`config.mk`:
```
export PLATFORM = sky130hd
export DESIGN_NAME = icb_fifo
export DESIGN_NICKNAME = d
export VERILOG_FILES = /design/src/icb_fifo.sv
export SDC_FILE = /design/constraint.sdc
export NUM_CORES = 1
export LEC_CHECK = 0
export ABC_AREA = 0
export ABC_CLOCK_PERIOD_IN_PS = 2500
export BUFFER_PORTS_ARGS = -buffer_cell sky130_fd_sc_hd__buf_2
export CAP_MARGIN = 20
export CORE_ASPECT_RATIO = 0.9
export CORE_MARGIN = 8
export CORE_UTILIZATION = 52
export DETAILED_ROUTE_END_ITERATION = 10
export PLACE_DENSITY = 0.79
export SYNTH_ARGS = -nofsm -noshare
export SYNTH_HDL_FRONTEND = slang
export SYNTH_SLANG_ARGS = --single-unit
```
`constraint.sdc`:
```
create_clock -name clk -period 2.5 [get_ports clk]
set_input_delay 0.25 -clock clk [delete_from_list [all_inputs] [get_ports clk]]
set_output_delay 0.25 -clock clk [all_outputs]
set_load 0.02 [all_outputs]
```
`src/icb_fifo.sv`:
```
// Small register-based first-in first-out queue used on both sides of the solver.
// Depends on nothing; width and depth are parameters.
`timescale 1ns / 1ps

module icb_fifo #(
  parameter int WIDTH = 8,
  parameter int DEPTH = 2
) (
  input  logic             clk,
  input  logic             rst_n,
  input  logic             push,
  input  logic [WIDTH-1:0] push_data,
  output logic             full,
  input  logic             pop,
  output logic [WIDTH-1:0] pop_data,
  output logic             empty
);

  localparam int AW = (DEPTH > 1) ? $clog2(DEPTH) : 1;
  localparam int CW = $clog2(DEPTH + 1);

  logic [WIDTH-1:0] mem_r [DEPTH];
  logic [AW-1:0]    wr_ptr_r, rd_ptr_r;
  logic [CW-1:0]    cnt_r;
  logic             do_push, do_pop;

  assign full     = (cnt_r == CW'(DEPTH));
  assign empty    = (cnt_r == '0);
  assign do_push  = push && !full;
  assign do_pop   = pop && !empty;
  assign pop_data = mem_r[rd_ptr_r];

  // Pointers and fill count.
  always_ff @(posedge clk) begin
    if (!rst_n) begin
      wr_ptr_r <= '0;
      rd_ptr_r <= '0;
      cnt_r    <= '0;
    end else begin
      if (do_push) begin
        wr_ptr_r <= (wr_ptr_r == AW'(DEPTH - 1)) ? '0 : wr_ptr_r + 1'b1;
      end
      if (do_pop) begin
        rd_ptr_r <= (rd_ptr_r == AW'(DEPTH - 1)) ? '0 : rd_ptr_r + 1'b1;
      end
      if (do_push && !do_pop) begin
        cnt_r <= cnt_r + 1'b1;
      end else if (do_pop && !do_push) begin
        cnt_r <= cnt_r - 1'b1;
      end
    end
  end

  // Storage.
  always_ff @(posedge clk) begin
    if (do_push) begin
      mem_r[wr_ptr_r] <= push_data;
    end
  end

endmodule

```
==> Flow_metrics.wiki, run 1 <==
{| class="wikitable"
! Metric !! Value
|-
| Status || completed
|-
| Chip Height || 53.4 um
|-
| Final Power || 978 uW
|-
| Most used DFF post-synth || edfxtp_1
|-
| Mean number of vias per cell || 5.17
|-
| Gates resized, CTS repair || 0
|-
| Required time of the worst setup path || 2.25 ns
|-
| Max-slew violations || 0
|-
| DRC violation count after routing || 0
|-
| Clock transition at the registers of the reported paths || 0.11 ns
|-
| Post-Syn Instances || 50
|-
| Number of nets in the synthesized netlist || 63
|-
| Switching fraction of total power || 32.8%
|-
| Share of cells above drive strength 1 || 47.3%
|-
| Total wire length || 1.24 mm
|-
| Fraction of synthesized cell area taken by the top area cell type || 59.4%
|-
| Maximum level of the CTS H-tree || 1
|-
| Capturing element type of the critical path || output pin
|-
| Worst slew margin relative to its limit || 55.5%
|-
| Core area || 1450 um^2
|-
| Worst path arrival time || 1.38 ns
|-
| Number of warnings printed during yosys synthesis || 0
|-
| Number of synthesized flops with an enable pin || 16
|-
| Max Cap Viol || 0
|-
| Worst Slack Setup Final || 0.872 ns
|-
| Largest vdd supply drop || 0.759 mV
|-
| Hold path startpoint || push_data[0]
|-
| Static leakage || 0.000382 uW
|-
| TritonCTS clock tree || done
|-
| Area of the die || 3080 um^2
|-
| Post-synthesis area per instance || 16.2 um^2
|-
| Worst-Margin Slew || 0.664 ns
|-
| Number of detailed-routing iterations run before antenna repair || 2
|-
| R2r setup slk || 0.90 ns
|-
| Cell Pwr Density || 1020 nW/um^2
|-
| Max clock buf depth || 2
|-
| Worst reg2reg path startpoint || cnt_r[0]$_SDFFE_PN0P_
|-
| Final antenna-violating net count || 0
|-
| First-pass GRT wire length || 1.97 mm
|-
| Largest net degree at the start of global routing || 13
|-
| Setup violation total in the final timing report || 0
|-
| Part of the Yosys area used for sequential elements || 71.7%
|-
| Ratio of final minimum period to clock period || 65.1%
|-
| Most common cell in the synthesized netlist || edfxtp_1
|-
| Final hold viol count || 0
|-
| Setup repair after global routing missed its margin || false
|-
| Worst hold slack || 0.135 ns
|-
| HPWL after detailed placement || 979 um
|-
| Horizontal die dimension || 57.6 um
|-
| Clock period minus worst slack || 1.63 ns
|-
| Effective utilization at floorplan || 55.9%
|-
| Synthesized area || 810 um^2
|-
| DR vias || 460
|-
| Sink count of the clock tree || 21
|-
| Area growth from synthesis to layout || 18.1%
|-
| Cell types with the highest counts after synthesis || edfxtp_1, mux2_2, dfxtp_1, and2_1
|-
| I/O pin total || 22
|-
| Tot GR Track Use || 8.98%
|-
| Detailed router's first-iteration violation count || 3
|-
| Number of standard-cell rows in the floorplan || 13
|-
| Internal power of the cells || 657 uW
|-
| Yosys top cell by area || edfxtp_1
|-
| Finished Cell Area || 956 um^2
|-
| Setup TNS Final || 0 ns
|-
| Leftover overflow at the end of global routing || 0
|-
| Start-to-end type of the worst setup path || flip-flop to output pin
|-
| Ant. Diodes || 0
|-
| Via count of the first global-routing pass || 487
|-
| Combinational Power Share || 34.2%
|-
| Insertion delay to the later sink of the worst-skew pair || 0.30 ns
|-
| Hold Path Class || primary input to flip-flop
|-
| Post-Place Setup Slack || 0.894 ns
|-
| Clock power frac || 15.5%
|-
| Seq. cell area || 581 um^2
|-
| Net count of the finished layout || 88
|-
| Max Clock Skew || 0.00618 ns
|-
| Fraction of registers with async set or reset after synthesis || 0%
|-
| Number of register bits inferred by synthesis || 21
|-
| Cell at the root of the clock tree || clkbuf_4
|-
| Count of port buffers added during placement || 21
|-
| Number of setup buffers added after CTS || 0
|-
| Count of cell types in the netlist || 20
|-
| Highest achievable clock rate || 0.614 GHz
|-
| Average wire per cell in the routed design || 13.9 um
|-
| Initial antenna violation count || 0
|-
| Net switching power of the design || 321 uW
|-
| Total CTS buffers || 3
|-
| Cts-stage hold buffer count || 0
|-
| Fill cell instance count of the final layout || 105
|-
| Sequential cell fraction of total power || 50.2%
|-
| Startpoint types || flip-flop
|-
| RD Place Congestion || 0.650
|-
| Biggest fanout along the worst timing path || 8
|-
| Area occupied by multi-input gates || 216 um^2
|-
| Main area contributors after synthesis || edfxtp_1, dfxtp_1, mux2_2
|-
| Dpl cell area || 928 um^2
|}
==> metal layers <==
layer / share of wire, % / global-route usage (%)
met1: 35 / 6.55
met2: 55 / 17.4
met3: 9.4 / 6.52
met4: 0.97 / 3.73
met5: 0 / 0
==> power by group through the flow <==
stage / combinational [uW] / sequential (uW) / clock, uW
finish: 335 / 491 / 152
global route: 370 / 500 / 174
CTS: 343 / 494 / 157
detailed placement: 342 / 502 / 0
global placement: 333 / 497 / 0
floorplan: 267 / 476 / 0
==> final cells by class <==
cell class / instances / share of cell area, %
multi-input cells: 26 / 22.6
clock inverters: 1 / 0.524
inverters: 2 / 0.785
clock buffers: 3 / 2.36
well taps: 15 / 1.96
flip-flops and latches: 21 / 60.7
repair buffers: 21 / 11.0
==> cells by family (layout without fill, tap and decap cells) <==
kind of cell	count (synthesis)	count (layout)	share of synthesized area [%]
flip-flops	21	21	71.7
AND/OR/NAND/NOR	9	9	6.80
multiplexers	8	8	11.1
AO/OA/AOI/OAI	5	5	4.02
XOR/XNOR	3	3	3.25
buffers and inverters	3	27	1.54
adder cells (fa/ha/maj)	1	1	1.55
==> critical path: stages (launching register included) <==
cell and delay, ns:
dfxtp_1 0.54, mux2_2 0.38, buf_2 0.16
==> placed cells by master, fill, tap and decap left out, types with 2 or more instances in the layout <==
cell type / count
clkbuf_4: 3
dfxtp_1: 5
xnor2_1: 2
mux2_2: 8
buf_2: 21
and2_1: 3
edfxtp_1: 16
nor2_1: 2
==> through the flow <==
step	utilization (%)	std cells
floorplan	-	50
global placement	64.1	85
detailed placement	64.1	85
CTS	66.0	89
global route	66.0	89
finish	66.0	89
==> registers in the layout, indices dropped and copies added, names as in the netlist, named ones only <==
register and cells:
mem_r 16, wr_ptr_r 1, rd_ptr_r 1, cnt_r 2
==> worst paths after layout <==
kind	end	cells past startpoint
setup / recovery	pop_data[0]	2
hold / removal	mem_r[1][0]$_DFFE_PP_	1
setup reg to reg	cnt_r[1]$_SDFFE_PN0P_	6
hold reg to reg	cnt_r[1]$_SDFFE_PN0P_	2
No activity file was read; power rests on OpenSTA's default activity.
==> run 2: changes to the inputs <==
==> config.mk (replaced) <==
export PLATFORM = sky130hd
export DESIGN_NAME = icb_fifo
export DESIGN_NICKNAME = d
export VERILOG_FILES = /design/src/icb_fifo.sv
export SDC_FILE = /design/constraint.sdc
export NUM_CORES = 1
export LEC_CHECK = 0
export ABC_AREA = 1
export ABC_CLOCK_PERIOD_IN_PS = 1690
export BUFFER_PORTS_ARGS = -buffer_cell sky130_fd_sc_hd__buf_2
export CAP_MARGIN = 20
export CORE_ASPECT_RATIO = 0.9
export CORE_MARGIN = 8
export CORE_UTILIZATION = 49
export DETAILED_ROUTE_END_ITERATION = 10
export PLACE_DENSITY = 0.75
export SYNTH_ARGS = -nofsm -noshare
export SYNTH_HDL_FRONTEND = slang
export SYNTH_SLANG_ARGS = --single-unit
==> constraint.sdc (replaced) <==
create_clock -name clk -period 1.69 [get_ports clk]
set_input_delay 0.169 -clock clk [delete_from_list [all_inputs] [get_ports clk]]
set_output_delay 0.169 -clock clk [all_outputs]
set_load 0.02 [all_outputs]
==> Flow_metrics.wiki, run 2 <==
{| class="wikitable"
! Metric !! Value
|-
| TritonCTS clock tree || done
|-
| Initial antenna violation count || 0 (unchanged)
|-
| Start-to-end type of the worst setup path || flip-flop to output pin
|-
| Fraction of synthesized cell area taken by the top area cell type || 58.4% (-0.99 points)
|-
| Ratio of final minimum period to clock period || 90.9%
|-
| Count of cell types in the netlist || 15 (-25%)
|-
| Synthesized area || 823 um^2 (+1.7%)
|-
| Register bank with the most flops || mem_r
|-
| Worst path arrival time || 1.37 ns (about the same)
|-
| Most used cells in the layout excluding fill and tap cells || buf_2, edfxtp_1, nor2_1
|-
| Clock transition at the registers of the reported paths || 0.10 ns (about the same)
|-
| Max-slew violations || 0 (unchanged)
|-
| Post-Syn Instances || 63 (+26%)
|-
| Part of the Yosys area used for sequential elements || 70.5% (-1.2 points)
|-
| Highest achievable clock rate || 0.651 GHz
|-
| HPWL after detailed placement || 1.19 mm (+21%)
|-
| Largest stage delay on the critical path || 0.54 ns (about the same)
|-
| Most common cell after layout, fill and taps aside || buf_2
|-
| Hold Path Class || primary input to flip-flop
|-
| Number of setup buffers added after CTS || 0 (unchanged)
|-
| Setup TNS Final || 0 ns (unchanged)
|-
| Placed cell count || 109 (+28%)
|-
| Hold Path Cell Cnt || 1 (unchanged)
|-
| Core area || 1630 um^2 (+13%)
|-
| Effective utilization at floorplan || 50.5% (-5.4 points)
|-
| Top cell family by delay on the critical path || flip-flops
|-
| Sequence of cells on the critical path || mux2_2, buf_2
|-
| First-pass GRT wire length || 2.40 mm (+22%)
|-
| Final Power || 1440 uW (+47%)
|-
| Max Clock Skew || 0.00126 ns (-0.00491 ns)
|-
| Largest net degree at the start of global routing || 12 (-1)
|-
| Total wire length || 1.49 mm (+20%)
|-
| Mean number of vias per cell || 4.81 (-6.9%)
|-
| Most used DFF post-synth || edfxtp_1
|-
| Worst r2r path cells || 9 (+3)
|-
| Number of detailed-routing iterations run before antenna repair || 4 (+2)
|-
| Worst Slack Setup Final || 0.154 ns (-0.718 ns)
|-
| Sequential cell fraction of total power || 50.1% (about the same)
|-
| Insertion delay to the later sink of the worst-skew pair || 0.28 ns (-0.02 ns)
|-
| Final hold viol count || 0 (unchanged)
|-
| Largest vdd supply drop || 0.907 mV (+20%)
|-
| Cts-stage hold buffer count || 0 (unchanged)
|-
| Maximum level of the CTS H-tree || 1 (unchanged)
|-
| Count of port buffers added during placement || 21 (unchanged)
|-
| Number of standard-cell rows in the floorplan || 14 (+1)
|-
| Internal power of the cells || 946 uW (+44%)
|-
| Status || completed
|-
| Worst reg2reg path startpoint || cnt_r[0]$_SDFFE_PN0P_
|-
| Setup violation total in the final timing report || 0 (unchanged)
|-
| Cell types with the highest counts after synthesis || edfxtp_1, nor2_1, inv_1, mux2_2, nand2_1
|-
| Ant. Diodes || 0 (unchanged)
|-
| Combinational Power Share || 34.5% (+0.3 points)
|-
| Detailed router's first-iteration violation count || 10 (+7)
|-
| Gates resized, CTS repair || 0 (unchanged)
|-
| Flip-flop count of the largest register, all copies and words added || 16 (unchanged)
|-
| Most common cell in the synthesized netlist || edfxtp_1
|-
| Final antenna-violating net count || 0 (unchanged)
|-
| Net count of the finished layout || 103 (+17%)
|-
| Via count of the first global-routing pass || 581 (+19%)
|-
| Biggest fanout along the worst timing path || 8 (unchanged)
|-
| Main area contributors after synthesis || edfxtp_1, dfxtp_1, mux2_2
|-
| Clock power frac || 15.4% (about the same)
|-
| Utilization after layout || 61.1% (-5.0 points)
|-
| Number of synthesized flops with an enable pin || 16 (unchanged)
|-
| Share of cells above drive strength 1 || 41.6% (-5.7 points)
|-
| Cell Pwr Density || 1450 nW/um^2 (+42%)
|-
| Horizontal die dimension || 59.2 um (+2.8%)
|-
| Max clock buf depth || 2 (unchanged)
|-
| Tot GR Track Use || 10.1% (+1.2 points)
|-
| Net switching power of the design || 494 uW (+54%)
|-
| Final std cells w/o fill || 113 (+27%)
|-
| Required time of the worst setup path || 1.52 ns (-0.73 ns)
|-
| Fraction of registers with async set or reset after synthesis || 0% (unchanged)
|-
| Average wire per cell in the routed design || 13.2 um (-5.1%)
|-
| Worst slew margin relative to its limit || 76.7% (+21 points)
|-
| Setup repair after global routing missed its margin || false
|-
| Area of the die || 3250 um^2 (+5.6%)
|-
| Static leakage || 0.000418 uW (+9.6%)
|-
| Clock period minus worst slack || 1.54 ns
|-
| Number of buffers and inverters on the critical path || 1 (unchanged)
|-
| Leftover overflow at the end of global routing || 0 (unchanged)
|-
| DRC violation count after routing || 0 (unchanged)
|-
| Number of warnings printed during yosys synthesis || 0 (unchanged)
|-
| Hold path startpoint || push_data[1]
|-
| DR vias || 544 (+18%)
|-
| Max Cap Viol || 0 (unchanged)
|-
| Cell at the root of the clock tree || clkbuf_4
|-
| Total CTS buffers || 3 (unchanged)
|-
| Largest regs || mem_r x16, cnt_r x2
|-
| Post-Place Setup Slack || 0.274 ns (-0.619 ns)
|-
| Switching fraction of total power || 34.3% (+1.5 points)
|-
| Number of register bits inferred by synthesis || 21 (unchanged)
|-
| Sink count of the clock tree || 21 (unchanged)
|-
| Startpoint types || flip-flop
|-
| Chip Height || 54.9 um (+2.7%)
|-
| Highest-delay cell along the critical path || dfxtp_1
|-
| Fill cell instance count of the final layout || 148 (+41%)
|-
| Yosys top cell by area || edfxtp_1
|-
| Number of nets in the synthesized netlist || 76 (+21%)
|-
| Capturing element type of the critical path || output pin
|-
| RD Place Congestion || 0.725 (+12%)
|-
| I/O pin total || 22 (unchanged)
|-
| Crit. path cell count || 2 (unchanged)
|-
| Post-synthesis area per instance || 13.1 um^2 (-19%)
|-
| Area growth from synthesis to layout || 20.8%
|-
| Worst-Margin Slew || 0.349 ns (-0.315 ns)
|}
## run 2: changes by cell type in the layout (fill, tap and decap cells not counted), sizes merged, moves of 2 or more
| cell | previous run | this run |
|---|---|---|
| xnor2 | 2 | 0 |
| buf | 21 | 23 |
| nor2 | 2 | 11 |
| and2 | 3 | 0 |
| nand2 | 0 | 6 |
| inv | 2 | 9 |
| a21boi | 2 | 0 |
## run 2: logic make-up (layout without fill, tap and decap cells)
| logic type | count (synthesis) | count (layout) | share of synthesized area, % |
|---|---|---|---|
| simple gates | 19 | 19 | 9.42 |
| compound gates | 4 | 4 | 2.89 |
| mux | 8 | 8 | 10.9 |
| flops | 21 | 21 | 70.5 |
| fa+ha+maj | 1 | 1 | 1.52 |
| buf+inv | 10 | 36 | 4.71 |
## run 2: layout make-up
cell class / count / area, um^2 / share of cell area, %
Sequential cell: 21 / 581 / 58.4
Clock buffer: 4 / 26.3 / 2.64
Inverter: 9 / 33.8 / 3.40
Timing Repair Buffer: 23 / 120 / 12.1
Tap cell: 24 / 30.0 / 3.02
Multi-Input combinational cell: 32 / 204 / 20.5
## run 2: metal layers
metal  part of all wire, %  vias to the layer above  GRT usage [%]  wire length, um
met2                    56                       14           20.8              839
met4                   1.6                        0           4.37               24
met1                    38                      262           9.02              566
met5                     0                        -              0                0
li1                      -                      264              -                -
met3                   4.3                        4           3.05               64
## run 2: power groups by stage
stage          logic [uW]  registers, uW  clock network (uW)
2_1_floorplan         375            703                   0
3_3_place_gp          483            727                   0
3_5_place_dp          506            735                   0
4_1_cts               508            724                 232
5_1_grt               562            734                 248
6_report              497            721                 221
## run 2: per-stage QoR
stage / hold WS, ns / area, um^2
finish: 0.0681 / 995
global route: 0.0477 / 995
CTS: 0.0586 / 995
detailed placement: 0.363 / 968
global placement: 0.357 / 968
floorplan: 0.268 / 823
## run 2: worst reg2reg max path: stages (launching register included)
cell,delay (ns)
dfxtp_1,0.44
nor2_1,0.09
nor2_2,0.13
inv_1,0.07
ha_1,0.31
inv_1,0.08
nand3_1,0.07
nand2_1,0.06
inv_1,0.04
nor2_1,0.08
## run 2: final timing paths
check                           slack, ns               endpoint
worst max-delay path                 0.15            pop_data[7]
worst min-delay path                 0.07  mem_r[0][1]$_DFFE_PP_
worst max register to register       0.27  cnt_r[1]$_SDFFE_PN0P_
worst min register to register       0.53  wr_ptr_r$_SDFFE_PN0N_
