==> src/icb_pkg.sv <==
// Shared types and constants for the intermediate correlation bisection unit.
// No dependencies; every other file but icb_fifo and icb_mul uses this package.
`timescale 1ns / 1ps

package icb_pkg;

  // Fixed field widths of the external item formats.
  localparam int IN_W    = 32;
  localparam int TGT_W   = 25;
  localparam int CFG_W   = 24;
  localparam int LIM_W   = 8;
  localparam int RHO_W   = 25;
  localparam int IO_FRAC = 24;

  // Configuration register indexes.
  localparam int CIDX_W = 2;
  localparam logic [CIDX_W-1:0] REG_BRACKET  = 2'd0;
  localparam logic [CIDX_W-1:0] REG_CORR_TOL = 2'd1;
  localparam logic [CIDX_W-1:0] REG_ITER_LIM = 2'd2;

  // Configuration reset values.
  localparam logic [CFG_W-1:0] BRACKET_RST  = 24'd16609444;
  localparam logic [CFG_W-1:0] CORR_TOL_RST = 24'd17;
  localparam logic [LIM_W-1:0] ITER_LIM_RST = 8'd100;

  // Word slots of a converted command in the front queue.
  localparam int CMD_N   = 9;
  localparam int CMD_LL  = 0;
  localparam int CMD_LQ  = 1;
  localparam int CMD_LC  = 2;
  localparam int CMD_RL  = 3;
  localparam int CMD_RQ  = 4;
  localparam int CMD_RC  = 5;
  localparam int CMD_TGT = 6;
  localparam int CMD_BND = 7;
  localparam int CMD_TOL = 8;

  // Sequencer phase counter: seven phases per multiply schedule.
  localparam int PH_W = 3;
  localparam logic [PH_W-1:0] PH_LAST = 3'd6;

  typedef enum logic [2:0] {
    ST_IDLE,
    ST_PREP,
    ST_LIN,
    ST_EVAL,
    ST_POST,
    ST_ITER,
    ST_DONE
  } icb_state_t;

  // Which point the current residual evaluation belongs to.
  typedef enum logic [1:0] {
    KIND_LO,
    KIND_HI,
    KIND_MID
  } icb_kind_t;

  typedef struct packed {
    logic signed [RHO_W-1:0] rho;
    logic                    status;
    logic                    limit_reached;
  } icb_result_t;

endpackage

==> src/icb_mul.sv <==
// Two-stage saturating fixed-point multiplier, truncating toward zero.
// Depends on nothing; word and fraction widths are parameters.
`timescale 1ns / 1ps

module icb_mul #(
  parameter int W = 32,
  parameter int F = 24
) (
  input  logic                clk,
  input  logic signed [W-1:0] a,
  input  logic signed [W-1:0] b,
  output logic signed [W-1:0] p
);

  localparam int H  = (W + 1) / 2;
  localparam int HW = W - H;
  localparam int PW = 2 * W;

  logic [W-1:0]    ma, mb;
  logic [W+H-1:0]  pl_nxt, pl_r;
  logic [W+HW-1:0] phi_nxt, phi_r;
  logic            neg_r;
  logic [PW-1:0]   full, q, lim;
  logic [W-1:0]    r;
  logic signed [W-1:0] p_nxt, p_r;

  // Stage one: magnitudes and two partial products over the halves of b.
  always_comb begin
    ma      = a[W-1] ? (~a + 1'b1) : a;
    mb      = b[W-1] ? (~b + 1'b1) : b;
    pl_nxt  = (W+H)'(ma) * (W+H)'(mb[H-1:0]);
    phi_nxt = (W+HW)'(ma) * (W+HW)'(mb[W-1:H]);
  end

  // Stage two: combine, drop fraction bits, clamp and restore the sign.
  always_comb begin
    full  = PW'(pl_r) + (PW'(phi_r) << H);
    q     = full >> F;
    lim   = PW'({1'b0, {(W-1){1'b1}}}) + PW'(neg_r);
    r     = (q > lim) ? lim[W-1:0] : q[W-1:0];
    p_nxt = neg_r ? (~r + 1'b1) : r;
  end

  always_ff @(posedge clk) begin
    pl_r  <= pl_nxt;
    phi_r <= phi_nxt;
    neg_r <= a[W-1] ^ b[W-1];
    p_r   <= p_nxt;
  end

  assign p = p_r;

endmodule

==> src/icb_solver.sv <==
// Back end: bisection sequencer around one shared pipelined multiplier.
// Depends on icb_pkg and icb_mul.
`timescale 1ns / 1ps

module icb_solver #(
  parameter int W = 32,
  parameter int F = 24
) (
  input  logic                              clk,
  input  logic                              rst_n,
  input  logic                              cmd_valid,
  output logic                              cmd_pop,
  input  logic [icb_pkg::CMD_N-1:0][W-1:0]  cmd_data,
  input  logic [icb_pkg::LIM_W-1:0]         cmd_limit,
  input  logic                              res_full,
  output logic                              res_push,
  output icb_pkg::icb_result_t              res_data
);

  import icb_pkg::*;

  localparam int SW  = W + 5;
  localparam int SHL = (F >= IO_FRAC) ? F - IO_FRAC : 0;
  localparam int SHR = (F < IO_FRAC) ? IO_FRAC - F : 0;
  localparam int OW  = W + SHR + RHO_W;

  icb_state_t state_r, state_nxt;
  logic [PH_W-1:0] ph_r, ph_nxt;

  icb_kind_t kind_r;
  logic [LIM_W-1:0] lim_r, it_r;
  logic signed [W-1:0] ll_r, lq_r, lc_r, rl_r, rq_r, rc_r, tgt_r, bnd_r, tol_r;
  logic signed [W-1:0] pbb_r, pbd_r, pdb_r, pdd_r, pcc_r, lin_r;
  logic signed [W-1:0] lo_r, hi_r, x_r, flo_r, f_r;
  logic signed [W-1:0] sq_r, tlin_r, tcc_r, res_r;
  logic status_r, limit_r;

  logic signed [W-1:0] mul_a, mul_b, mul_p;
  logic signed [SW-1:0] lin_sum, f_sum;
  logic signed [W:0] mid_sum, gap;
  logic signed [W-1:0] mid;
  logic same_lo_f, flo_small, f_small, gap_small, hi_stop, mid_stop, more_iter;
  logic signed [OW-1:0] rho_ext;

  function automatic logic signed [W-1:0] sat_w(input logic signed [SW-1:0] v);
    logic signed [W-1:0] r;
    if (v[SW-1:W-1] != {(SW-W+1){v[SW-1]}}) begin
      r = v[SW-1] ? {1'b1, {(W-1){1'b0}}} : {1'b0, {(W-1){1'b1}}};
    end else begin
      r = v[W-1:0];
    end
    return r;
  endfunction

  // Both strictly positive or both strictly negative.
  function automatic logic same_sign(input logic signed [W-1:0] a,
                                     input logic signed [W-1:0] b);
    return (a > 0 && b > 0) || (a < 0 && b < 0);
  endfunction

  function automatic logic mag_le(input logic signed [W-1:0] a,
                                  input logic signed [W-1:0] t);
    logic [W-1:0] m;
    m = a[W-1] ? (~a + 1'b1) : a;
    return m <= t;
  endfunction

  icb_mul #(
    .W(W),
    .F(F)
  ) u_mul (
    .clk(clk),
    .a  (mul_a),
    .b  (mul_b),
    .p  (mul_p)
  );

  // Sums, midpoint and stop tests.
  always_comb begin
    lin_sum = SW'(pbb_r) + (SW'(pbd_r) <<< 1) + SW'(pbd_r)
            + (SW'(pdb_r) <<< 1) + SW'(pdb_r)
            + (SW'(pdd_r) <<< 3) + SW'(pdd_r);
    f_sum   = SW'(tlin_r) + (SW'(tcc_r) <<< 1)
            + (SW'(mul_p) <<< 2) + (SW'(mul_p) <<< 1) - SW'(tgt_r);
    mid_sum = (W+1)'(lo_r) + (W+1)'(hi_r);
    mid     = mid_sum[W:1];
    gap     = (W+1)'(hi_r) - (W+1)'(lo_r);
    same_lo_f = same_sign(flo_r, f_r);
    flo_small = mag_le(flo_r, tol_r);
    f_small   = mag_le(f_r, tol_r);
    gap_small = (gap <= (W+1)'(tol_r));
    hi_stop   = same_lo_f || flo_small || f_small;
    mid_stop  = f_small || gap_small;
    more_iter = (it_r < lim_r);
  end

  // Next state.
  always_comb begin
    state_nxt = state_r;
    unique case (state_r)
      ST_IDLE: if (cmd_valid) state_nxt = ST_PREP;
      ST_PREP: if (ph_r == PH_LAST) state_nxt = ST_LIN;
      ST_LIN:  state_nxt = ST_EVAL;
      ST_EVAL: if (ph_r == PH_LAST) state_nxt = ST_POST;
      ST_POST: begin
        unique case (kind_r)
          KIND_LO:  state_nxt = ST_EVAL;
          KIND_HI:  state_nxt = hi_stop ? ST_DONE : ST_ITER;
          KIND_MID: state_nxt = mid_stop ? ST_DONE : ST_ITER;
          default:  state_nxt = ST_DONE;
        endcase
      end
      ST_ITER: state_nxt = more_iter ? ST_EVAL : ST_DONE;
      ST_DONE: if (!res_full) state_nxt = ST_IDLE;
      default: state_nxt = ST_IDLE;
    endcase
  end

  // Outputs: handshakes and multiplier operand selection.
  always_comb begin
    cmd_pop  = 1'b0;
    res_push = 1'b0;
    mul_a    = x_r;
    mul_b    = x_r;
    unique case (state_r)
      ST_IDLE: cmd_pop = cmd_valid;
      ST_PREP: begin
        case (ph_r)
          3'd0:    begin mul_a = ll_r; mul_b = rl_r; end
          3'd1:    begin mul_a = ll_r; mul_b = rc_r; end
          3'd2:    begin mul_a = lc_r; mul_b = rl_r; end
          3'd3:    begin mul_a = lc_r; mul_b = rc_r; end
          3'd4:    begin mul_a = lq_r; mul_b = rq_r; end
          default: begin mul_a = x_r;  mul_b = x_r;  end
        endcase
      end
      ST_EVAL: begin
        case (ph_r)
          3'd1:    begin mul_a = x_r;   mul_b = lin_r; end
          3'd2:    begin mul_a = mul_p; mul_b = x_r;   end
          3'd3:    begin mul_a = pcc_r; mul_b = sq_r;  end
          3'd4:    begin mul_a = pdd_r; mul_b = mul_p; end
          default: begin mul_a = x_r;   mul_b = x_r;   end
        endcase
      end
      ST_DONE: res_push = !res_full;
      ST_LIN, ST_POST, ST_ITER: begin
        mul_a = x_r;
        mul_b = x_r;
      end
      default: begin
        mul_a = x_r;
        mul_b = x_r;
      end
    endcase
  end

  // Phase counter runs through the multiply schedules.
  always_comb begin
    if ((state_r == ST_PREP || state_r == ST_EVAL) && ph_r != PH_LAST) begin
      ph_nxt = ph_r + 1'b1;
    end else begin
      ph_nxt = '0;
    end
  end

  always_ff @(posedge clk) begin
    if (!rst_n) begin
      state_r <= ST_IDLE;
      ph_r    <= '0;
    end else begin
      state_r <= state_nxt;
      ph_r    <= ph_nxt;
    end
  end

  // Datapath registers.
  always_ff @(posedge clk) begin
    case (state_r)
      ST_IDLE: begin
        if (cmd_pop) begin
          ll_r     <= cmd_data[CMD_LL];
          lq_r     <= cmd_data[CMD_LQ];
          lc_r     <= cmd_data[CMD_LC];
          rl_r     <= cmd_data[CMD_RL];
          rq_r     <= cmd_data[CMD_RQ];
          rc_r     <= cmd_data[CMD_RC];
          tgt_r    <= cmd_data[CMD_TGT];
          bnd_r    <= cmd_data[CMD_BND];
          tol_r    <= cmd_data[CMD_TOL];
          lim_r    <= cmd_limit;
          status_r <= 1'b0;
          limit_r  <= 1'b0;
        end
      end
      ST_PREP: begin
        case (ph_r)
          3'd2:    pbb_r <= mul_p;
          3'd3:    pbd_r <= mul_p;
          3'd4:    pdb_r <= mul_p;
          3'd5:    pdd_r <= mul_p;
          3'd6:    pcc_r <= mul_p;
          default: ;
        endcase
      end
      ST_LIN: begin
        lin_r  <= sat_w(lin_sum);
        lo_r   <= -bnd_r;
        hi_r   <= bnd_r;
        x_r    <= -bnd_r;
        kind_r <= KIND_LO;
      end
      ST_EVAL: begin
        case (ph_r)
          3'd2:    sq_r   <= mul_p;
          3'd3:    tlin_r <= mul_p;
          3'd5:    tcc_r  <= mul_p;
          3'd6:    f_r    <= sat_w(f_sum);
          default: ;
        endcase
      end
      ST_POST: begin
        case (kind_r)
          KIND_LO: begin
            flo_r  <= f_r;
            x_r    <= hi_r;
            kind_r <= KIND_HI;
          end
          KIND_HI: begin
            it_r <= '0;
            if (same_lo_f) begin
              status_r <= 1'b1;
              res_r    <= '0;
            end else if (flo_small) begin
              res_r <= lo_r;
            end else if (f_small) begin
              res_r <= hi_r;
            end
          end
          default: begin
            it_r <= it_r + 1'b1;
            if (mid_stop) begin
              res_r <= x_r;
            end else if (!same_lo_f) begin
              hi_r <= x_r;
            end else begin
              lo_r  <= x_r;
              flo_r <= f_r;
            end
          end
        endcase
      end
      ST_ITER: begin
        if (more_iter) begin
          x_r    <= mid;
          kind_r <= KIND_MID;
        end else begin
          res_r   <= mid;
          limit_r <= 1'b1;
        end
      end
      default: ;
    endcase
  end

  // Back to 24 fraction bits, flooring.
  always_comb begin
    rho_ext = (OW'(res_r) <<< SHR) >>> SHL;
    res_data.rho           = rho_ext[RHO_W-1:0];
    res_data.status        = status_r;
    res_data.limit_reached = limit_r;
  end

endmodule

==> config.mk <==
export PLATFORM = sky130hd
export DESIGN_NAME = icb_solver
export DESIGN_NICKNAME = d
export VERILOG_FILES = /design/src/icb_pkg.sv /design/src/icb_mul.sv /design/src/icb_solver.sv
export SDC_FILE = /design/constraint.sdc
export NUM_CORES = 2
export LEC_CHECK = 0
export BUFFER_PORTS_ARGS = -buffer_cell sky130_fd_sc_hd__buf_2
export CORE_MARGIN = 4
export CORE_UTILIZATION = 38
export DETAILED_ROUTE_END_ITERATION = 8
export PLACE_DENSITY_LB_ADDON = 0.25
export REMOVE_ABC_BUFFERS = 1
export SETUP_SLACK_MARGIN = 0.5
export SLEW_MARGIN = 10
export SYNTH_ARGS = -nofsm -noshare
export SYNTH_HDL_FRONTEND = slang
export SYNTH_SLANG_ARGS = --single-unit
export TNS_END_PERCENT = 10
==> constraint.sdc <==
create_clock -name clk -period 15.7 [get_ports clk]
set_clock_uncertainty 0.2 [all_clocks]
set_input_delay 4.71 -clock clk [delete_from_list [all_inputs] [get_ports clk]]
set_output_delay 4.71 -clock clk [all_outputs]
set_load 0.02 [all_outputs]
==> impl_metrics.yaml <==
clock_network:
  cts_setup_buffers: 0
  clk-insertion-delay-late_ns: 0.76
  cts.sinks: 900
  cts_max_path_buffers: 3
  cts_root_buffer: "sky130_fd_sc_hd__clkbuf_16"
  worst_setup_hold_path_clk_slew_ns: 0.07
  cts_tree: "yes"
  number_of_resized_instances_in_the_post_cts_repair_step: 0
  numCtsBuffers: 101
  cts_hold_repair.buffers: 0
  htree_num_levels: 3
synth:
  synthMostInstantiatedCell: "sky130_fd_sc_hd__inv_1"
  synth_cell_types: 104
  asyncSetResetFlopFracSynth_pct: 0
  yosysTopAreaCellShare_pct: 27.5
  synthCells: 8489
  synthesis.area_per_instance_um2: 10.1
  netlist_top_cells_area: "sky130_fd_sc_hd__edfxtp_1, sky130_fd_sc_hd__fa_1, sky130_fd_sc_hd__ha_1"
  synthTopCellsByCount: "sky130_fd_sc_hd__inv_1, sky130_fd_sc_hd__nand2_1, sky130_fd_sc_hd__fa_1, sky130_fd_sc_hd__edfxtp_1, sky130_fd_sc_hd__ha_1"
  synthesis.area_um2: 85400
  ys.flop_type: "sky130_fd_sc_hd__edfxtp_1"
  synth.ff_latch_count: 900
  yosysSeqAreaShare_pct: 30.3
  netlist.top_cell.by_area: "sky130_fd_sc_hd__edfxtp_1"
  ys_warn_count: 0
  count_of_flip_flops_with_a_built_in_enable_after_synthesis: 781
worst_setup_path:
  critical_path_top_delay_cell: "sky130_fd_sc_hd__nand2_2"
  worstSetupStartpoint: "ph_r[1]"
  end_kind: "register"
  worstReg2RegEnd: "u_mul.phi_r[45]"
  critPathMaxStageDelay_ns: 0.86
  required_ns: 16.17
  crit_type: "register to register"
  crit_path_start_kind: "register"
  critical-path-top-cell-by-count: "sky130_fd_sc_hd__fa_1"
  timing.critical_path.fanout_max: 56
  regToRegStartpoint: "ph_r[1]"
  worst-endpoint-arrival_ns: 14.23
  critPathCapture: "u_mul.phi_r[45]"
  r2r_cells: 43
  regToRegSetupSlack_ns: 1.94
global_route:
  first_global_vias: 65503
  grt_pass1_wl_um: 413000
  largest_net_degree_at_the_start_of_global_routing: 77
  grt_antenna_before_repair: 21
  overall_global_routing_resource_usage_pct: 23.7
  grt_overflow_total: 0
floorplan:
  core.rowCount: 173
  chipWidth_um: 482
  placeableCoreArea_um2: 223000
  initial_core_utilization_pct: 38.3
  die_area_um2: 232000
  io_pins: 329
  floorplan.die.height_um: 482
layout:
  seqCellArea_um2: 25800
  largest_register_ff_count: 48
  final.fill_count: 21486
  finalNetCount: 10689
  area.growth.synth_to_final_pct: 10.8
  area_of_the_multi_input_gates_um2: 53800
  postLayoutCoreUtil_pct: 42.5
  fraction_of_layout_instances_using_a_drive_strength_above_1_pct: 9.73
  largest-register: "u_mul.phi_r"
sta:
  timing.final.crit_share_pct: 87.6
  headroom_to_the_max_slew_limit_pct: 12.1
  finalSetupViolCount: 0
  fmax_mhz: 72.7
  setup_total_negative_slack_ns: 0
  unrepaired_setup_endpoints_after_global_routing: "no"
  finalHoldViolations: 0
  fin_crit_ns: 13.76
  tightest_slew_ns: 1.31
  maxSlewViolCount: 0
place:
  hpwl_um: 215000
  finalWeightedCongestion: 0.982
  port_buffers: 328
detailed_routing:
  route.final.wire_length_um: 277000
  detailedRoute.firstPassIterationCount: 9
  num_vias: 63993
  wl_per_cell_um: 23.4
  drt_first_iter_violations: 5800
  vias_per_cell: 5.42
  post-route-drc-count: 0
  route.antenna.remaining_nets: 0
outcome:
  run_status: "finished, final reports clean"
min_path:
  hold_class: "register to register"
  hold_path_startpoint: "ph_r[0]"
job:
  max-cap-violations: 0
## critical path: cells and delay by family (launching register included)
family / cells / cell delay (ns)
AO/OA/AOI/OAI: 16 / 4.12
XOR/XNOR: 2 / 0.72
adder cells (fa/ha/maj): 10 / 4.22
buffers and inverters: 8 / 2.00
flip-flops: 1 / 0.33
AND/OR/NAND/NOR: 7 / 2.03
## layout make-up
class / instances / share of cell area [%]
multi-input combinational: 5921 / 56.9
sequential: 900 / 27.3
inverter: 1301 / 5.16
tap: 2975 / 3.93
timing repair buffer: 507 / 3.15
clock buffer: 126 / 2.86
clock inverter: 62 / 0.685
antenna: 6 / 0.0159
## logic make-up (layout without fill, tap and decap cells)
| kind of cell | count (synthesis) | in the layout | synth area share (%) |
|---|---|---|---|
| flops | 900 | 900 | 30.3 |
| simple gates | 2376 | 2376 | 12.5 |
| compound gates | 1418 | 1418 | 10.8 |
| xor+xnor | 388 | 388 | 4.00 |
| mux | 82 | 82 | 1.02 |
| buf+inv | 1668 | 1996 | 7.51 |
| other cells | 0 | 6 | 0 |
| fa+ha+maj | 1657 | 1657 | 33.9 |
## per-stage QoR
| step | cell area [um^2] | setup WS, ns | hold WS (ns) | cells |
|---|---|---|---|---|
| 4_1_cts | 94600 | 2.14 | 0.269 | 11791 |
| 6_report | 94600 | 1.94 | 0.271 | 11798 |
| 3_3_place_gp | 91300 | 2.25 | 0.252 | 11603 |
| 2_1_floorplan | 83900 | -0.861 | 0.233 | 8122 |
| 3_5_place_dp | 91300 | 2.19 | 0.254 | 11603 |
| 5_1_grt | 94600 | 1.20 | 0.308 | 11793 |
## cell usage in the layout (no fill, tap or decap), types with 24 or more instances in the layout
cell type,synthesis,layout
sky130_fd_sc_hd__edfxtp_1,781,781
sky130_fd_sc_hd__o21ai_0,331,330
sky130_fd_sc_hd__nor4_1,37,37
sky130_fd_sc_hd__nand4_1,62,62
sky130_fd_sc_hd__dfxtp_1,119,115
sky130_fd_sc_hd__o21bai_1,50,50
sky130_fd_sc_hd__buf_2,31,328
sky130_fd_sc_hd__a21oi_1,393,388
sky130_fd_sc_hd__a211oi_1,36,36
sky130_fd_sc_hd__and2_1,162,162
sky130_fd_sc_hd__nand3_1,97,97
sky130_fd_sc_hd__nor3_1,73,73
sky130_fd_sc_hd__buf_4,11,178
sky130_fd_sc_hd__mux2_2,37,37
sky130_fd_sc_hd__fa_1,1094,1094
sky130_fd_sc_hd__o31ai_1,45,45
sky130_fd_sc_hd__xor2_1,122,90
sky130_fd_sc_hd__xnor2_2,1,24
sky130_fd_sc_hd__nor2_1,512,503
sky130_fd_sc_hd__xnor2_1,264,238
sky130_fd_sc_hd__xor2_2,1,29
sky130_fd_sc_hd__nand2_1,1119,1116
sky130_fd_sc_hd__ha_1,563,561
sky130_fd_sc_hd__o21a_1,40,40
sky130_fd_sc_hd__inv_1,1295,1295
sky130_fd_sc_hd__and3_1,35,34
sky130_fd_sc_hd__o221ai_1,24,24
sky130_fd_sc_hd__mux2i_1,45,43
sky130_fd_sc_hd__a221oi_1,72,72
sky130_fd_sc_hd__clkbuf_16,0,104
sky130_fd_sc_hd__a222oi_1,53,53
sky130_fd_sc_hd__a31oi_1,46,45
sky130_fd_sc_hd__a21o_1,134,134
sky130_fd_sc_hd__nor2b_1,111,108
sky130_fd_sc_hd__nand2b_1,72,69
## worst min path at each step
stage | end | cells past startpoint
after floorplan | ph_r[0] | 1
after global placement | ph_r[0] | 1
after detailed placement | ph_r[0] | 1
after CTS | ph_r[0] | 1
after global routing | ph_r[0] | 1
final | ph_r[0] | 1
## metal layers
layer	global-route usage (%)	wire length [um]
met3	3.51	20700
met2	37.8	125000
met1	30.9	112000
met5	0	41
met4	13.6	18800
Power is not shown: default switching activity piles up to over one toggle a cycle in this logic, so the estimate is an artifact.
