--- config.mk ---
export PLATFORM = sky130hd
export DESIGN_NAME = icb_front
export DESIGN_NICKNAME = d
export VERILOG_FILES = /design/src/icb_pkg.sv /design/src/icb_fifo.sv /design/src/icb_front.sv
export SDC_FILE = /design/constraint.sdc
export NUM_CORES = 1
export LEC_CHECK = 0
export BUFFER_PORTS_ARGS = -buffer_cell sky130_fd_sc_hd__buf_2
export CORE_MARGIN = 8
export CORE_UTILIZATION = 30
export DETAILED_ROUTE_END_ITERATION = 7
export GPL_ROUTABILITY_DRIVEN = 0
export GPL_TIMING_DRIVEN = 1
export PLACE_DENSITY = 0.59
export REMOVE_ABC_BUFFERS = 1
export SYNTH_ARGS = -nofsm -noshare
export SYNTH_HDL_FRONTEND = slang
export SYNTH_HIERARCHICAL = 1
export SYNTH_SLANG_ARGS = --single-unit
--- constraint.sdc ---
create_clock -name clk -period 25.2 [get_ports clk]
set_clock_uncertainty 0.05 [all_clocks]
set_input_delay 2.52 -clock clk [delete_from_list [all_inputs] [get_ports clk]]
set_output_delay 2.52 -clock clk [all_outputs]
set_load 0.01 [all_outputs]
--- src/icb_pkg.sv ---
// Shared types and constants for the intermediate correlation bisection unit.
// No dependencies; every other file but icb_fifo and icb_mul uses this package.
`timescale 1ns / 1ps

package icb_pkg;

  // Fixed field widths of the external item formats.
  localparam int IN_W    = 32;
  localparam int TGT_W   = 25;
  localparam int CFG_W   = 24;
  localparam int LIM_W   = 8;
  localparam int RHO_W   = 25;
  localparam int IO_FRAC = 24;

  // Configuration register indexes.
  localparam int CIDX_W = 2;
  localparam logic [CIDX_W-1:0] REG_BRACKET  = 2'd0;
  localparam logic [CIDX_W-1:0] REG_CORR_TOL = 2'd1;
  localparam logic [CIDX_W-1:0] REG_ITER_LIM = 2'd2;

  // Configuration reset values.
  localparam logic [CFG_W-1:0] BRACKET_RST  = 24'd16609444;
  localparam logic [CFG_W-1:0] CORR_TOL_RST = 24'd17;
  localparam logic [LIM_W-1:0] ITER_LIM_RST = 8'd100;

  // Word slots of a converted command in the front queue.
  localparam int CMD_N   = 9;
  localparam int CMD_LL  = 0;
  localparam int CMD_LQ  = 1;
  localparam int CMD_LC  = 2;
  localparam int CMD_RL  = 3;
  localparam int CMD_RQ  = 4;
  localparam int CMD_RC  = 5;
  localparam int CMD_TGT = 6;
  localparam int CMD_BND = 7;
  localparam int CMD_TOL = 8;

  // Sequencer phase counter: seven phases per multiply schedule.
  localparam int PH_W = 3;
  localparam logic [PH_W-1:0] PH_LAST = 3'd6;

  typedef enum logic [2:0] {
    ST_IDLE,
    ST_PREP,
    ST_LIN,
    ST_EVAL,
    ST_POST,
    ST_ITER,
    ST_DONE
  } icb_state_t;

  // Which point the current residual evaluation belongs to.
  typedef enum logic [1:0] {
    KIND_LO,
    KIND_HI,
    KIND_MID
  } icb_kind_t;

  typedef struct packed {
    logic signed [RHO_W-1:0] rho;
    logic                    status;
    logic                    limit_reached;
  } icb_result_t;

endpackage

--- src/icb_fifo.sv ---
// Small register-based first-in first-out queue used on both sides of the solver.
// Depends on nothing; width and depth are parameters.
`timescale 1ns / 1ps

module icb_fifo #(
  parameter int WIDTH = 8,
  parameter int DEPTH = 2
) (
  input  logic             clk,
  input  logic             rst_n,
  input  logic             push,
  input  logic [WIDTH-1:0] push_data,
  output logic             full,
  input  logic             pop,
  output logic [WIDTH-1:0] pop_data,
  output logic             empty
);

  localparam int AW = (DEPTH > 1) ? $clog2(DEPTH) : 1;
  localparam int CW = $clog2(DEPTH + 1);

  logic [WIDTH-1:0] mem_r [DEPTH];
  logic [AW-1:0]    wr_ptr_r, rd_ptr_r;
  logic [CW-1:0]    cnt_r;
  logic             do_push, do_pop;

  assign full     = (cnt_r == CW'(DEPTH));
  assign empty    = (cnt_r == '0);
  assign do_push  = push && !full;
  assign do_pop   = pop && !empty;
  assign pop_data = mem_r[rd_ptr_r];

  // Pointers and fill count.
  always_ff @(posedge clk) begin
    if (!rst_n) begin
      wr_ptr_r <= '0;
      rd_ptr_r <= '0;
      cnt_r    <= '0;
    end else begin
      if (do_push) begin
        wr_ptr_r <= (wr_ptr_r == AW'(DEPTH - 1)) ? '0 : wr_ptr_r + 1'b1;
      end
      if (do_pop) begin
        rd_ptr_r <= (rd_ptr_r == AW'(DEPTH - 1)) ? '0 : rd_ptr_r + 1'b1;
      end
      if (do_push && !do_pop) begin
        cnt_r <= cnt_r + 1'b1;
      end else if (do_pop && !do_push) begin
        cnt_r <= cnt_r - 1'b1;
      end
    end
  end

  // Storage.
  always_ff @(posedge clk) begin
    if (do_push) begin
      mem_r[wr_ptr_r] <= push_data;
    end
  end

endmodule

--- src/icb_front.sv ---
// Front end: accepts items, converts fields and registers to the internal word,
// and queues the converted commands. Depends on icb_pkg and icb_fifo.
`timescale 1ns / 1ps

module icb_front #(
  parameter int W = 32,
  parameter int F = 24
) (
  input  logic                                clk,
  input  logic                                rst_n,
  input  logic                                push,
  output logic                                full,
  input  logic signed [icb_pkg::IN_W-1:0]     left_lin,
  input  logic signed [icb_pkg::IN_W-1:0]     left_quad,
  input  logic signed [icb_pkg::IN_W-1:0]     left_cube,
  input  logic signed [icb_pkg::IN_W-1:0]     right_lin,
  input  logic signed [icb_pkg::IN_W-1:0]     right_quad,
  input  logic signed [icb_pkg::IN_W-1:0]     right_cube,
  input  logic signed [icb_pkg::TGT_W-1:0]    goal_corr,
  input  logic [icb_pkg::CFG_W-1:0]           bracket_half,
  input  logic [icb_pkg::CFG_W-1:0]           corr_tol,
  input  logic [icb_pkg::LIM_W-1:0]           iter_limit,
  output logic                                cmd_valid,
  input  logic                                cmd_pop,
  output logic [icb_pkg::CMD_N-1:0][W-1:0]    cmd_data,
  output logic [icb_pkg::LIM_W-1:0]           cmd_limit
);

  import icb_pkg::*;

  localparam int SHL = (F >= IO_FRAC) ? F - IO_FRAC : 0;
  localparam int SHR = (F < IO_FRAC) ? IO_FRAC - F : 0;
  localparam int EXT = IN_W + SHL + W + 2;
  localparam int QW  = CMD_N * W + LIM_W;

  logic [CMD_N-1:0][W-1:0] conv;
  logic [QW-1:0]           q_in, q_out;
  logic                    q_empty;

  // Rescale a 24-fraction-bit value to the internal word, saturating.
  function automatic logic [W-1:0] to_int(input logic signed [IN_W-1:0] v);
    logic signed [EXT-1:0] x;
    logic [W-1:0]          res;
    x = EXT'(v);
    x = (x <<< SHL) >>> SHR;
    if (x[EXT-1:W-1] != {(EXT-W+1){x[EXT-1]}}) begin
      res = x[EXT-1] ? {1'b1, {(W-1){1'b0}}} : {1'b0, {(W-1){1'b1}}};
    end else begin
      res = x[W-1:0];
    end
    return res;
  endfunction

  // Convert every field of the incoming item, plus the search registers.
  always_comb begin
    conv[CMD_LL]  = to_int(left_lin);
    conv[CMD_LQ]  = to_int(left_quad);
    conv[CMD_LC]  = to_int(left_cube);
    conv[CMD_RL]  = to_int(right_lin);
    conv[CMD_RQ]  = to_int(right_quad);
    conv[CMD_RC]  = to_int(right_cube);
    conv[CMD_TGT] = to_int(IN_W'(goal_corr));
    conv[CMD_BND] = to_int($signed({{(IN_W-CFG_W){1'b0}}, bracket_half}));
    conv[CMD_TOL] = to_int($signed({{(IN_W-CFG_W){1'b0}}, corr_tol}));
  end

  assign q_in = {iter_limit, conv};

  icb_fifo #(
    .WIDTH(QW),
    .DEPTH(2)
  ) u_cmd_q (
    .clk      (clk),
    .rst_n    (rst_n),
    .push     (push),
    .push_data(q_in),
    .full     (full),
    .pop      (cmd_pop),
    .pop_data (q_out),
    .empty    (q_empty)
  );

  assign cmd_valid = !q_empty;
  assign cmd_data  = q_out[CMD_N*W-1:0];
  assign cmd_limit = q_out[QW-1:CMD_N*W];

endmodule

==> impl_metrics.yaml, run 1 <==
status:
  status: "finished, final reports clean"
drt:
  routed_wl_um: 51300
  firstDrtPassIters: 4
  num_vias: 11000
  drtAntennaViolNets: 0
  vias_per_cell: 4.18
  drc: 0
  drt_iter0_markers: 445
  wl_per_cell_um: 19.5
min_path:
  hp-start: "u_cmd_q/cnt_r[1]"
  min-delay-path-class: "reg -> reg"
  hold_path_end: "u_cmd_q/cnt_r[1]"
  hold_depth: 2
cells_and_area:
  mostFrequentLayoutCells: "592 x edfxtp_1, 574 x buf_2, 240 x mux2_4, 68 x clkbuf_16, 56 x mux2_2"
  num-nets-final: 1877
  area.growth.synth_to_final_pct: 27.2
  layout_commonest_cell: "edfxtp_1"
  fin_util_pct: 38.6
  final_layout_size_suffix_gt1_share_pct: 59.2
  fill_cells: 6864
sta:
  relSlewSlack_pct: 17.4
  tns_ns: 0
  tightest_slew_ns: 1.23
  hold_violations: 0
  setup_viol: 0
  slew_viol_final: 0
  rsz0062_at_grt: "no"
  max_freq_mhz: 136
  fin_crit_sh_pct: 29.1
  min_period_ns: 7.33
grt:
  grt_max_degree: 150
  grt_pass1_wl_um: 75300
  grt-ovfl-total: 0
  track_usage_pct: 11.6
  grt_pass1_vias: 12000
  antenna_found_initial: 10
setup_path:
  cp.required_ns: 22.63
  ff2ff_path_depth: 5
  rrSetupSlack_ns: 21.35
  endpoint_kind: "output pin"
  r2r-start: "u_cmd_q/cnt_r[0]"
  critPathKind: "reg -> out"
  crit_path_max_fanout: 55
  r2r_end: "u_cmd_q/mem_r[0][223]"
  start_kind: "register"
  cp.arrival_ns: 4.76
power:
  power_density_nw_per_um2: 104
  leakage_nw: 11.0
  ir_worst_vdd_uv: 71.1
die:
  start_util_pct: 30.3
  io-pin-count: 575
  die_w_um: 290
  die_h_um: 290
  row_count: 100
  core_um2: 74400
  dieArea_um2: 84300
clock_tree:
  root_buffer: "clkbuf_16"
  clk_latency_ns: 0.59
  cts_tree: "done"
  cts_inserted_buffers: 67
  cts_hold_buf: 0
  clkSinkCount: 597
  cts.repair.resized: 0
  ctsHtreeMaxLevel: 3
  cts_buffer_depth: 3
  clk_pin_slew_worst_paths_ns: 0.05
  post-cts-setup-buffer-count: 0
yosys:
  yosys_warnings: 6
  synth_cells: 948
  synth-seq-cells: 597
  ys_seq_area_share_pct: 79.1
  synth_area_um2: 22600
  yosysUniqueCellTypes: 22
  syn_area_per_cell_um2: 23.8
place:
  hpwl_um: 35800
  port_buffers: 574
flow_run:
  cap_violations: 0
worst max-delay path by stage:
| stage | from | to | slack [ns] | cells after the start |
|---|---|---|---|---|
| after global placement | register | cmd_data[10] | 18.50 | 5 |
| final | register | cmd_data[279] | 17.87 | 5 |
| after floorplan | push | u_cmd_q/wr_ptr_r | 10.30 | 3 |
| after CTS | register | cmd_data[10] | 17.74 | 5 |
| after global routing | register | cmd_data[279] | 17.56 | 5 |
| after detailed placement | register | cmd_data[10] | 18.42 | 5 |
through the flow:
step / setup WS (ns) / hold slack [ns] / power, W / std cells / area [um^2]
final: 17.87 / 0.470 / 0.00300 / 2627 / 28700
after global routing: 17.56 / 0.491 / 0.00314 / 2625 / 28700
after CTS: 17.74 / 0.466 / 0.00306 / 2619 / 28700
after detailed placement: 18.42 / 0.458 / 0.00209 / 2499 / 26600
after global placement: 18.50 / 0.453 / 0.00208 / 2499 / 26600
after floorplan: 10.30 / 0.433 / 0.00206 / 946 / 22400
cell type report:
cell class / count / area (um^2) / area share [%]
flip-flops and latches: 597 / 17900 / 62.2
multi-input cells: 346 / 4490 / 15.6
repair buffers: 584 / 2970 / 10.3
clock buffers: 84 / 1760 / 6.13
well taps: 969 / 1210 / 4.22
clock inverters: 36 / 387 / 1.35
diodes: 8 / 20.0 / 0.0697
inverters: 3 / 11.3 / 0.0392
cells in the mapped netlist, drive strengths merged:
master	instances	area (um^2)
and2	3	18.8
xnor2	2	17.5
conb	1	3.75
a21boi	2	15.0
nand2b	1	6.26
dfxtp	5	100
nor2	2	7.51
and3	1	6.26
buf	33	340
or3	1	6.26
edfxtp	592	17800
ha	1	12.5
xor2	1	8.76
inv	3	11.3
mux2	296	4230
o21ai	2	10.0
nor3	1	10.0
o21a	1	7.51
kinds of logic after synthesis:
logic type,Yosys count,share of synthesized area (%)
xor gates and xnor gates,3,0.116
AOI/OAI and AO/OA,5,0.144
other,1,0.0166
DFF,597,79.1
and+or+nand+nor,9,0.244
buffers and inverters,36,1.56
muxes,296,18.7
adders and majority gates,1,0.0554
worst max-delay path, cell delays in order, from the launching register on:
cell	delay, ns
dfxtp_4	0.92
buf_4	0.85
buf_4	0.81
buf_4	0.85
mux2_2	0.41
buf_2	0.14
layer usage:
layer	up-vias	GRT usage, %	routed length [um]
li1	5088	-	-
met1	5453	11.9	18700
met2	369	20.6	26900
met3	79	5.31	4570
met4	2	4.02	1150
met5	-	0	13
power by group:
group | total [W] | internal, W | leakage (nW) | switching, W
Combinational | 0.000757 | 0.000370 | 4.41 | 0.000387
Clock | 0.000947 | 0.000555 | 1.05 | 0.000392
Sequential | 0.00130 | 0.00125 | 5.57 | 0.0000444
Total | 0.00300 | 0.00218 | 11.0 | 0.000823
registers in the layout, summed over array words and instances, names as in the netlist, named ones only:
name and flops:
u_cmd_q/rd_ptr_r 1, u_cmd_q/mem_r 592, u_cmd_q/wr_ptr_r 1, u_cmd_q/cnt_r 2
No activity file was read; power rests on OpenSTA's default activity.
==> inputs of run 2 (changes only) <==
Settings changed: ABC_AREA set to 1.
Clock period 25.2 ns to 7.5 ns, I/O delays scaled along.
==> run 2 against run 1 <==
- die area about the same
- synthesized cell count grew 1.4%
- clock power rose to 3.2 times the previous value
- cell count increased by 0.53%
- sequential share of layout area increased by 0.18 points
- worst setup slack worse by 14 ns
- routed wire length up 3.0%
- sequential cell count stayed put
- register-to-register slack worse by 17 ns
- non-clock buffer count stayed put
- via count rose by 1.4%
==> impl_metrics.yaml, run 2 <==
sta:
  slew_viol_final: 0
  rsz0062_at_grt: "no"
  fin_crit_sh_pct: 52.2
  tightest_slew_ns: 1.19
  min_period_ns: 3.92
  fin_ws_ns: 3.58
  setup_viol: 0
  worst_hold_slack_ns: 0.304
  hold_violations: 0
  relSlewSlack_pct: 20.4
  max_freq_mhz: 255
clock_tree:
  cts_inserted_buffers: 68
  clk_pin_slew_worst_paths_ns: 0.06
  post-cts-setup-buffer-count: 0
  ctsHtreeMaxLevel: 3
  cts.repair.resized: 0
  cts_hold_buf: 0
  clk_latency_ns: 0.58
  cts_buffer_depth: 3
  root_buffer: "clkbuf_16"
  cts_tree: "done"
  clkSinkCount: 597
yosys:
  synth_top_cell_by_area: "edfxtp_1"
  ys_seq_area_share_pct: 79.1
  async_flop_share_pct: 0
  synth_edf_count: 592
  synth_top_cells_by_area: "edfxtp_1 79%, mux2_4 16%, mux2_2 2.8%"
  synthTopCellsByCount: "592 x edfxtp_1, 240 x mux2_4, 56 x mux2_2"
  synth_top_cell_area_share_pct: 78.7
  synth_cells: 961
  synth_most_common_cell: "edfxtp_1"
  yosys_warnings: 6
  ys.flop_type: "edfxtp_1"
  synth-seq-cells: 597
  yosysUniqueCellTypes: 15
  syn_area_per_cell_um2: 23.5
  synth_area_um2: 22600
die:
  die_w_um: 290
  dieArea_um2: 84400
  core_um2: 74600
  start_util_pct: 30.3
  row_count: 100
  io-pin-count: 575
  die_h_um: 290
drt:
  firstDrtPassIters: 4
  drtAntennaViolNets: 0
  drt_iter0_markers: 609
  num_vias: 11100
  vias_per_cell: 4.22
  wl_per_cell_um: 20.0
  drc: 0
  routed_wl_um: 52800
cells_and_area:
  final_layout_size_suffix_gt1_share_pct: 58.2
  largest_reg_flops: 592
  fill_cells: 6906
  num-nets-final: 1891
  layout_commonest_cell: "edfxtp_1"
  top_regs: "u_cmd_q/mem_r (592), u_cmd_q/cnt_r (2)"
  mostFrequentLayoutCells: "592 x edfxtp_1, 574 x buf_2, 240 x mux2_4, 68 x clkbuf_16, 56 x mux2_2"
  area.growth.synth_to_final_pct: 26.8
  regMostFlops: "u_cmd_q/mem_r"
  fin_util_pct: 38.4
  seqCellArea_um2: 17900
  multi_input_area_um2: 4480
setup_path:
  cp.required_ns: 6.70
  endpoint_kind: "output pin"
  start_kind: "register"
  r2r_end: "u_cmd_q/mem_r[1][162]"
  crit_family: "buffers and inverters"
  rrSetupSlack_ns: 4.50
  slowest_stage: "dfxtp_4"
  cp.arrival_ns: 3.12
  critPathKind: "reg -> out"
  path_buf_inv: 3
  critPathMaxStageDelay_ns: 0.86
  crit_path_max_fanout: 115
  r2r-start: "u_cmd_q/cnt_r[0]"
  ff2ff_path_depth: 4
  crit_chain: "buf_12 > buf_4 > mux2_2 > buf_2"
flow_run:
  cap_violations: 0
power:
  ir_worst_vdd_uv: 219
  leakage_nw: 11.0
  power_w: 0.00967
  power_density_nw_per_um2: 337
grt:
  grt-ovfl-total: 0
  met1_usage_pct: 12.6
  grt_max_degree: 151
  met3_usage_pct: 4.17
  track_usage_pct: 11.8
  antenna_found_initial: 13
  use_met2_pct: 21.5
  grt_pass1_wl_um: 76700
  grt_pass1_vias: 12300
  busiest_layer: "met2"
min_path:
  hold_depth: 1
  hold_path_end: "u_cmd_q/mem_r[0][100]"
  min-delay-path-class: "in -> reg"
  hp-start: "right_lin[4]"
place:
  hpwl_um: 36400
  port_buffers: 574
  dp_slack_ns: 4.05
status:
  status: "finished, final reports clean"
==> run 2: cell type report <==
type / count / area share, %
diodes: 6 / 0.0524
inverters: 10 / 0.131
clock inverters: 32 / 0.817
flip-flops and latches: 597 / 62.4
multi-input cells: 352 / 15.6
well taps: 969 / 4.23
clock buffers: 91 / 6.24
repair buffers: 584 / 10.5
==> run 2: metrics by stage <==
stage	TNS [ns]	area, um^2	std cells
detailed placement	0	26600	2512
finish	0	28700	2641
CTS	0	28600	2635
global route	0	28700	2639
floorplan	-5258.92	22400	959
global placement	0	26600	2512
==> run 2: kinds of logic after synthesis <==
kind of cell    Yosys count  synth area share (%)
compound gates            4                0.0885
flops                   597                  79.1
fa+ha+maj                 1                0.0554
other cells               1                0.0166
simple gates             19                 0.332
mux                     296                  18.7
buf+inv                  43                  1.67
==> run 2: routing by layer <==
| metal | vias to the layer above | wire (um) |
|---|---|---|
| met2 | 387 | 27600 |
| met4 | 6 | 1530 |
| met3 | 100 | 4140 |
| met5 | - | 36 |
| li1 | 5109 | - |
| met1 | 5539 | 19500 |
==> run 2: worst max-delay path by stage <==
| stage | startpoint | end | slack [ns] | cells past startpoint |
|---|---|---|---|---|
| finish | register | cmd_data[32] | 3.58 | 4 |
| global route | register | cmd_data[11] | 3.34 | 4 |
| CTS | register | cmd_data[32] | 3.39 | 4 |
| detailed placement | register | cmd_data[32] | 4.05 | 4 |
| global placement | register | cmd_data[274] | 4.08 | 4 |
| floorplan | push | u_cmd_q/mem_r[0][0] | -6.67 | 2 |
==> run 2: where the power goes <==
part	switching (W)	total [W]	internal [W]
sequential	0.000137	0.00437	0.00423
clock	0.00129	0.00301	0.00173
combinational	0.00121	0.00229	0.00109
==> run 2: worst reg2reg max path, cell delays in order (launching register included) <==
cell     delay [ns]
dfxtp_1        0.40
o21ai_0        0.31
nor2_4         0.17
buf_4          0.64
buf_12         0.59
==> inputs of run 3 (changes only) <==
Clock period 7.5 ns to 3.92 ns, I/O delays scaled along.
==> run 3 against run 2 <==
- die area stayed put
- via count increased by 9.3%
- final area rose by 11%
==> impl_metrics.yaml, run 3 (synthesis gave the netlist of run 2 again) <==
setup_path:
  critPathMaxStageDelay_ns: 0.63
  critPathKind: "reg -> out"
  crit_path_max_fanout: 72
  slowest_stage: "dfxtp_4"
  start_kind: "register"
  cp.required_ns: 3.48
  endpoint_kind: "output pin"
  cp.arrival_ns: 2.32
  r2r-start: "u_cmd_q/cnt_r[0]"
  crit_chain: "buf_12 > mux2_4 > buf_2"
sta:
  rsz0062_at_grt: "no"
  fin_crit_sh_pct: 70.4
  slew_viol_final: 0
  tightest_slew_ns: 1.06
  worst_hold_slack_ns: 0.170
  min_period_ns: 2.76
  max_freq_mhz: 362
  relSlewSlack_pct: 29.1
  setup_viol: 0
  hold_violations: 0
grt:
  track_usage_pct: 12.3
  grt-ovfl-total: 0
  antenna_found_initial: 4
  grt_pass1_vias: 13600
  grt_pass1_wl_um: 81200
  grt_max_degree: 119
cells_and_area:
  layout_commonest_cell: "edfxtp_1"
  area.growth.synth_to_final_pct: 40.1
  num-nets-final: 2167
  mostFrequentLayoutCells: "592 x edfxtp_1, 574 x buf_2, 273 x dlygate4sd3_1, 240 x mux2_4, 69 x clkbuf_16"
  top_regs: "u_cmd_q/mem_r (592), u_cmd_q/cnt_r (2)"
  largest_reg_flops: 592
  final_layout_size_suffix_gt1_share_pct: 50.6
  regMostFlops: "u_cmd_q/mem_r"
die:
  io-pin-count: 575
  dieArea_um2: 84400
  die_w_um: 290
  start_util_pct: 30.3
  row_count: 100
  core_um2: 74600
  die_h_um: 290
clock_tree:
  cts_inserted_buffers: 69
  cts.repair.resized: 0
  clkSinkCount: 597
  clk_pin_slew_worst_paths_ns: 0.06
  post-cts-setup-buffer-count: 0
  root_buffer: "clkbuf_16"
  cts_hold_buf: 273
  clk_latency_ns: 0.59
  ctsHtreeMaxLevel: 3
  cts_tree: "done"
  cts_buffer_depth: 3
power:
  power_w: 0.0193
  leakage_nw: 12.3
  ir_worst_vdd_uv: 405
  power_density_nw_per_um2: 609
drt:
  wl_per_cell_um: 18.7
  firstDrtPassIters: 4
  drc: 0
  drtAntennaViolNets: 0
  num_vias: 12200
  routed_wl_um: 54400
  vias_per_cell: 4.18
  drt_iter0_markers: 668
flow_run:
  cap_violations: 0
min_path:
  hp-start: "cmd_pop"
  min-delay-path-class: "in -> reg"
status:
  status: "finished, final reports clean"
place:
  hpwl_um: 36300
  port_buffers: 574
-- run 3: worst max-delay path: cells and delay by family (launching register included) --
| kind | cells | cell delay (ns) |
|---|---|---|
| muxes | 1 | 0.35 |
| DFF | 1 | 0.63 |
| buffers and inverters | 2 | 0.59 |
-- run 3: per-layer routing --
| metal | part of all wire (%) | GRT usage, % | up-vias |
|---|---|---|---|
| met3 | 7.5 | 4.50 | 95 |
| met5 | 0 | 0 | - |
| li1 | - | - | 5663 |
| met1 | 37 | 13.1 | 6015 |
| met4 | 3.0 | 4.30 | 0 |
| met2 | 52 | 22.3 | 403 |
-- run 3: final timing paths --
path                                              end  slack [ns]  cells after the start
worst max-delay path                    cmd_data[176]        1.16                      3
worst max register to register  u_cmd_q/mem_r[0][120]        1.58                      3
worst min register to register               register        0.46                      2
worst min-delay path                         register        0.17                      5
-- run 3: report_power, final --
group	internal [W]	switching [W]	total (W)
clock network	0.00369	0.00261	0.00630
logic	0.00226	0.00240	0.00466
registers	0.00809	0.000234	0.00832
total	0.0140	0.00525	0.0193
-- run 3: area by class of cell --
cell class	count	area (um^2)
flip-flops and latches	597	17900
multi-input cells	352	4480
diodes	2	5.00
fillers	6569	42900
repair buffers	859	5800
inverters	10	37.5
well taps	969	1210
clock inverters	44	489
clock buffers	81	1770
-- run 3: stage by stage --
stage / util [%] / cell area (um^2) / setup WS (ns) / setup TNS (ns) / std cells
after global placement: 35.8 / 26700 / 1.56 / 0 / 2514
after detailed placement: 35.8 / 26700 / 1.49 / 0 / 2514
after floorplan: - / 22400 / -9.89 / -8120.06 / 959
after global routing: 42.5 / 31700 / 1.02 / 0 / 2913
final: 42.5 / 31700 / 1.16 / 0 / 2914
after CTS: 42.5 / 31700 / 1.04 / 0 / 2912
